File: config.mk
export PLATFORM = sky130hd
export DESIGN_NAME = lhist_luma
export DESIGN_NICKNAME = d
export VERILOG_FILES = /design/src/luminance_histogram_unit_defines.svh /design/src/lhist_pkg.sv /design/src/lhist_luma.sv
export SDC_FILE = /design/constraint.sdc
export NUM_CORES = 2
export LEC_CHECK = 0
export BUFFER_PORTS_ARGS = -buffer_cell sky130_fd_sc_hd__buf_4
export CORE_UTILIZATION = 60
export DETAILED_ROUTE_END_ITERATION = 10
export PLACE_DENSITY_LB_ADDON = 0.2
export SKIP_LAST_GASP = 1
export SLEW_MARGIN = 20
export SYNTH_ARGS = -nofsm -noshare
export SYNTH_HDL_FRONTEND = slang
export SYNTH_SLANG_ARGS = --single-unit
File: constraint.sdc
create_clock -name clk -period 13.1 [get_ports clk]
set_input_delay 1.965 -clock clk [delete_from_list [all_inputs] [get_ports clk]]
set_output_delay 1.965 -clock clk [all_outputs]
set_load 0.02 [all_outputs]
File: src/luminance_histogram_unit_defines.svh
// ----------------------------------------------------------------------------
// luminance histogram unit assertion macros
// shared concurrent assertion helpers, empty under synthesis
// ----------------------------------------------------------------------------
`ifndef LUMINANCE_HISTOGRAM_UNIT_DEFINES_SVH
`define LUMINANCE_HISTOGRAM_UNIT_DEFINES_SVH

`ifndef SYNTHESIS
`define LHU_ASSERT_IMP(label, clk, rst_n, ante, cons) \
  label: assert property (@(posedge clk) disable iff (!rst_n) (ante) |-> (cons)) \
    else $error("luminance histogram assertion failed");
`define LHU_ASSERT_NXT(label, clk, rst_n, ante, cons) \
  label: assert property (@(posedge clk) disable iff (!rst_n) (ante) |=> (cons)) \
    else $error("luminance histogram assertion failed");
`else
`define LHU_ASSERT_IMP(label, clk, rst_n, ante, cons)
`define LHU_ASSERT_NXT(label, clk, rst_n, ante, cons)
`endif

`endif

File: src/lhist_pkg.sv
// ----------------------------------------------------------------------------
// lhist_pkg
// types, codes and defaults of the luminance histogram unit
// ----------------------------------------------------------------------------
package lhist_pkg;

  localparam int BINS_DEF      = 131072;
  localparam int FRAC_BITS_DEF = 16;

  localparam int SAMPLE_W = 17;
  localparam int WEIGHT_W = 17;
  localparam int COUNT_W  = 32;
  localparam int PROD_W   = SAMPLE_W + WEIGHT_W;
  localparam int SUM_W    = PROD_W + 2;
  localparam int CFG_IDX_W = 2;

  typedef enum logic [1:0] {
    ACT_CLEAR = 2'd0,
    ACT_PIXEL = 2'd1,
    ACT_READ  = 2'd2,
    ACT_NONE  = 2'd3
  } action_t;

  typedef enum logic [CFG_IDX_W-1:0] {
    REG_WEIGHT_RED   = 2'd0,
    REG_WEIGHT_GREEN = 2'd1,
    REG_WEIGHT_BLUE  = 2'd2,
    REG_UNUSED       = 2'd3
  } cfg_reg_t;

  localparam logic [WEIGHT_W-1:0] WEIGHT_RED_RST   = 17'd13933;
  localparam logic [WEIGHT_W-1:0] WEIGHT_GREEN_RST = 17'd46871;
  localparam logic [WEIGHT_W-1:0] WEIGHT_BLUE_RST  = 17'd4732;

  typedef struct packed {
    logic [1:0]          action;
    logic [SAMPLE_W-1:0] red;
    logic [SAMPLE_W-1:0] green;
    logic [SAMPLE_W-1:0] blue;
    logic [SAMPLE_W-1:0] bin_index;
  } in_t;

  typedef struct packed {
    logic [COUNT_W-1:0]  bin_count;
    logic [SAMPLE_W-1:0] bin_echo;
  } out_t;

  typedef struct packed {
    logic [WEIGHT_W-1:0] red;
    logic [WEIGHT_W-1:0] green;
    logic [WEIGHT_W-1:0] blue;
  } weights_t;

endpackage

File: src/lhist_luma.sv
// ----------------------------------------------------------------------------
// lhist_luma
// weighted luma sum in two register stages, then shift and clamp to a bin
// ----------------------------------------------------------------------------
module lhist_luma #(
  parameter int BINS      = lhist_pkg::BINS_DEF,
  parameter int FRAC_BITS = lhist_pkg::FRAC_BITS_DEF
) (
  input  logic                    clk,
  input  lhist_pkg::weights_t     weights,
  input  lhist_pkg::in_t          item,
  output logic [$clog2(BINS)-1:0] bin
);
  import lhist_pkg::*;

  localparam int ADDR_W = $clog2(BINS);
  localparam logic [SUM_W-1:0] BIN_MAX = SUM_W'(BINS - 1);

  logic [PROD_W-1:0] prod_r_r, prod_g_r, prod_b_r;
  logic [SUM_W-1:0]  sum_r;
  logic [SUM_W-1:0]  shifted;

  // stage one: products
  always_ff @(posedge clk) begin
    prod_r_r <= PROD_W'(weights.red)   * PROD_W'(item.red);
    prod_g_r <= PROD_W'(weights.green) * PROD_W'(item.green);
    prod_b_r <= PROD_W'(weights.blue)  * PROD_W'(item.blue);
  end

  // stage two: sum
  always_ff @(posedge clk) begin
    sum_r <= SUM_W'(prod_r_r) + SUM_W'(prod_g_r) + SUM_W'(prod_b_r);
  end

  assign shifted = sum_r >> FRAC_BITS;
  assign bin     = (shifted > BIN_MAX) ? BIN_MAX[ADDR_W-1:0] : shifted[ADDR_W-1:0];

endmodule

# Word-level counts from Yosys, hierarchy flattened
# Index checks and enable logic that the tools add are counted.
[totals] out_inout_bits=17 in_bits=122 reg_bits=138 word_cells=11
[op_classes] n_mux=1 magnitude_cmp=1 n_mul=3 add_sub_neg=2
[ops] operator="$mul A17 B17 Y34" count=3
[ops] operator="$add A35 B34 Y36" count=1
[ops] operator="$add A34 B34 Y35" count=1
[ops] operator="$gt A20 B17 Y1 const B" count=1
[ops] operator="$mux W17" count=1

# Longest topological paths before layout
[logic_depth] word_depth=2 ltp_mapped=24 ltp_nobuf=22

# Worst setup path after synthesis
# No wires, ideal clock.
[synth_timing] path_kind="input-to-reg" startpoint="input item[26] (netlist bit)" endpoint="register prod_b_r[29]" arrival_time_ps=7362 setup_time_ps=121 required_ps=12979 setup_slack_ps=5617 stages=23 path_buffers=2 path_cell_list="clkbuf_1 clkbuf_1 nand2_1 fa_1 inv_1 fa_1 inv_1 fa_1 inv_1 fa_1 fa_1 inv_1 fa_1 inv_1 ha_1 nand2_2 nor3_1 nand3_1 o2111ai_1 a21oi_1 a221oi_2 a31oi_1 xnor2_1"
[synth_between] elab_chain_len=1
[synth_rtl] element="start, declared" line_no="lhist_luma.sv:11" rtl="input lhist_pkg::in_t item,"
[synth_rtl] element="$mul A17 B17 Y34" line_no="lhist_luma.sv:27" rtl="prod_b_r <= PROD_W'(weights.blue) * PROD_W'(item.blue);"
[synth_rtl] element="end signal, assigned" line_no="lhist_luma.sv:27"
[synth_rtl] element="end, declared" line_no="lhist_luma.sv:19" rtl="logic [PROD_W-1:0] prod_r_r, prod_g_r, prod_b_r;"
# Every way passes these cells.

# Worst setup path after layout
[layout_timing] startpoint="input weights[30] (netlist bit)" endpoint="register prod_g_r[33]"
[layout_between] elab_chain_len=1
[layout_rtl] element="start, declared" line_no="lhist_luma.sv:10" rtl="input lhist_pkg::weights_t weights,"
[layout_rtl] element="$mul A17 B17 Y34" line_no="lhist_luma.sv:26" rtl="prod_g_r <= PROD_W'(weights.green) * PROD_W'(item.green);"
[layout_rtl] element="end signal, assigned" line_no="lhist_luma.sv:26"
[layout_rtl] element="end, declared" line_no="lhist_luma.sv:19"
# Every way passes these cells.

==> summary by stage <==
Timing
The max-slew violation count is 0. On the final layout, the worst hold slack is about 0.76 ns. The worst slew margin relative to its limit is about 33%. The worst path in the final design needs a cycle of 7.73 ns, including I/O delays and setup. The final sum of negative setup slack is 0 ns. Based on the critical path, the design can be clocked at up to between 100 and 150 MHz.

For the pin with the worst max-slew slack, the measured transition is around 1.0 ns. The number of setup violations in the final report is 0. Setup repair after global routing left no endpoint under its margin. The final number of hold-violating endpoints is 0. The minimum setup slack in the final design is approximately 5.4 ns.

Dividing the final minimum period by the clock period gives between 50% and 60%. On the final layout, the worst clock skew is roughly 0.014 ns.

Floorplan
The starting density of the core is ~61%. The die covers ~56000 sq um. The floorplan has 85 rows. approximately 140 I/O pins were placed. The die span in y is roughly 240 um.

After floorplanning, the core was sized to cover approximately 54000 sq um. The horizontal extent of the die is between 200 and 250 um.

Place
The congestion estimate from routability-driven global placement came to roughly 0.90. The detailed placement HPWL is roughly 60 mm. The worst-case setup slack after placement is a little under 5 ns. In this run the tool buffered the top-level ports with around 120 buffer cells.

Yosys
Counting flops with a built-in enable in the synthesized netlist gives 0. By area the synthesized netlist is led by sky130_fd_sc_hd__fa_1, sky130_fd_sc_hd__ha_1, sky130_fd_sc_hd__inv_1, sky130_fd_sc_hd__dfxtp_1, sky130_fd_sc_hd__and2_1. The most common cell in the synthesized netlist is sky130_fd_sc_hd__inv_1.

Summed over all instances, the cell type with the most area after synthesis is sky130_fd_sc_hd__fa_1. After synthesis, flip-flops and latches occupy approximately 7.3% of the total area. After synthesis, the largest area contributor takes up 42.4% of total cell area. The distinct cell type count of the synthesized netlist is 73. The primary flip-flop cell chosen by synthesis mapping is sky130_fd_sc_hd__dfxtp_1.

Ranked by instance count, the synthesized netlist is headed by sky130_fd_sc_hd__inv_1, sky130_fd_sc_hd__fa_1, sky130_fd_sc_hd__nand2_1, sky130_fd_sc_hd__and2_1, sky130_fd_sc_hd__ha_1. The post-synthesis area per instance is about 9.0 sq um. The total number of yosys warnings is 0.

The number of nets in the synthesized netlist is between 4000 and 5000. The number of standard cells after synthesis is between 3000 and 4000. The number of flip-flops and latches in the synthesized netlist is 122. The async set or reset register ratio after synthesis is 0%.

The synthesized netlist occupies a cell area of roughly 33000 sq um.

Worst setup path
The element type at the critical path start is a primary input. Data on the critical path is required at its endpoint by 13.32 ns. By startpoint and endpoint, the worst setup path is classified as primary input to flop.

The worst setup path is captured at a flop. The worst-path maximum fanout is 17. The arrival time of the worst setup path is about 7.9 ns.

Global routing
The first global-routing pass estimated ~130 mm of wire. The initial antenna violation count is 4. The via count of the first global-routing pass is between 20000 and 30000. Entering global routing, the biggest net connects 18 pins. Global routing finished with a remaining overflow of 0. Global routing used between 20% and 30% of the available tracks across all layers.

Clock tree
TritonCTS built the clock tree. The total clock buffers created by CTS is 17. Once the clock tree was built, the setup fixing pass inserted 0 buffers. The total number of clock tree sinks is 122. In this run the deepest clock path goes through 2 buffers. The clock root buffer is sky130_fd_sc_hd__clkbuf_16. The clock-pin slew on the worst setup and hold paths is 0.06 ns. Buffers inserted to repair hold after CTS numbered 0.

The post-cts resize count is 0. In this run the number of H-tree levels came out at 4. The clock insertion delay at the later pin of the skew report is ~0.42 ns.

Status
The flow ran to the end, and the final reports show no timing, DRC or antenna violations.

Cells and area
The number of inserted filler cells in the final layout is 4657. The fraction of layout instances using a drive strength above 1 is around 4.5%. The final layout contains slightly below 5000 nets. The area added between synthesis and finish is 5.76%. The area of the multi-input gates is roughly 27000 sq um.

0 antenna diodes ended up in the layout. The sequential cell area is between 2000 and 2500 sq um.

Detailed routing
The number of nets with antenna violations after detailed routing is 0. The DRC violation count after routing is 0. The number of design-rule violations left by the first detailed-router iteration is 1071.

The final wirelength is just over 70 mm. The number of vias per cell is around 5.4. The overall via count from detail_route is roughly 24000. The first-pass detailed-route iteration total is 5. The routed wirelength normalized by instance count is 16.2 um.

Job
The tool flagged a number of max-cap violations equal to 0.

Min path
The worst hold-check path type is flop to flop.
-- state kept, by name, summed over array words and instances, names as in the netlist --
register and cells:
prod_g_r 34, prod_b_r 34, sum_r 20, prod_r_r 34
-- layout by cell type (no fill, tap or decap), types with 28 or more instances in the layout --
cell type                 instances
sky130_fd_sc_hd__ha_1           357
sky130_fd_sc_hd__a21oi_1        101
sky130_fd_sc_hd__buf_4          119
sky130_fd_sc_hd__inv_1          838
sky130_fd_sc_hd__and2_1         390
sky130_fd_sc_hd__fa_1           705
sky130_fd_sc_hd__a21o_1          60
sky130_fd_sc_hd__xnor2_1         71
sky130_fd_sc_hd__xor2_1          28
sky130_fd_sc_hd__o21ai_0         41
sky130_fd_sc_hd__dfxtp_1        122
sky130_fd_sc_hd__nand2_1        543
sky130_fd_sc_hd__nor2_1          63
-- stage by stage --
stage / instance area (sq um) / std cells / utilization (%)
final: 35200 / 4479 / 64.8
after CTS: 35200 / 4479 / 64.8
after global placement: 34600 / 4447 / 63.7
after global routing: 35200 / 4479 / 64.8
after detailed placement: 34600 / 4447 / 63.7
after floorplan: 33300 / 3715 / -
-- final timing paths --
check          startpoint  slack, ns  depth (start not counted)           end
max           weights[30]       5.37                         21  prod_g_r[33]
min          prod_b_r[33]       0.76                          3     sum_r[35]
max reg2reg   prod_r_r[5]       9.96                         10     sum_r[29]
min reg2reg  prod_b_r[33]       0.76                          3     sum_r[35]
-- routing by layer --
| metal | global-route usage, % | wire length [um] |
|---|---|---|
| met1 | 37.2 | 31100 |
| met2 | 47.8 | 36000 |
| met3 | 2.93 | 3340 |
| met4 | 7.25 | 1870 |
| met5 | 0 | 50 |
-- kinds of logic (layout without fill, tap and decap cells) --
| family | Yosys count | in the layout | synth area share, % |
|---|---|---|---|
| buffers and inverters | 964 | 989 | 10.9 |
| muxes | 3 | 3 | 0.0902 |
| AOI/OAI and AO/OA | 325 | 325 | 6.50 |
| adders and majority gates | 1062 | 1062 | 55.8 |
| and+or+nand+nor | 1140 | 1140 | 16.8 |
| DFF | 122 | 122 | 7.34 |
| xor gates and xnor gates | 99 | 99 | 2.61 |
-- layout make-up --
type | instances | area share [%]
well taps | 739 | 2.63
multi-input cells | 2629 | 77.4
clock buffers | 18 | 1.25
inverters | 838 | 8.94
clock inverters | 14 | 0.348
repair buffers | 119 | 2.54
flip-flops and latches | 122 | 6.94
-- worst max-delay path: stages --
cell                       delay, ns
sky130_fd_sc_hd__buf_4          0.18
sky130_fd_sc_hd__and2_1         0.18
sky130_fd_sc_hd__fa_1           0.53
sky130_fd_sc_hd__inv_1          0.05
sky130_fd_sc_hd__fa_1           0.47
sky130_fd_sc_hd__inv_1          0.05
sky130_fd_sc_hd__fa_1           0.48
sky130_fd_sc_hd__fa_1           0.54
sky130_fd_sc_hd__fa_1           0.52
sky130_fd_sc_hd__inv_1          0.05
sky130_fd_sc_hd__fa_1           0.48
sky130_fd_sc_hd__inv_1          0.04
sky130_fd_sc_hd__ha_1           0.35
sky130_fd_sc_hd__a21o_1         0.22
sky130_fd_sc_hd__a21o_1         0.17
sky130_fd_sc_hd__a21oi_1        0.21
sky130_fd_sc_hd__nor2_1         0.08
sky130_fd_sc_hd__nor3_1         0.21
sky130_fd_sc_hd__a21oi_1        0.15
sky130_fd_sc_hd__o211a_1        0.24
sky130_fd_sc_hd__a211oi_1       0.78
Power is left out: the tool's default activity adds up to more than one toggle a clock period on the data nets, which glitch-free logic cannot reach.
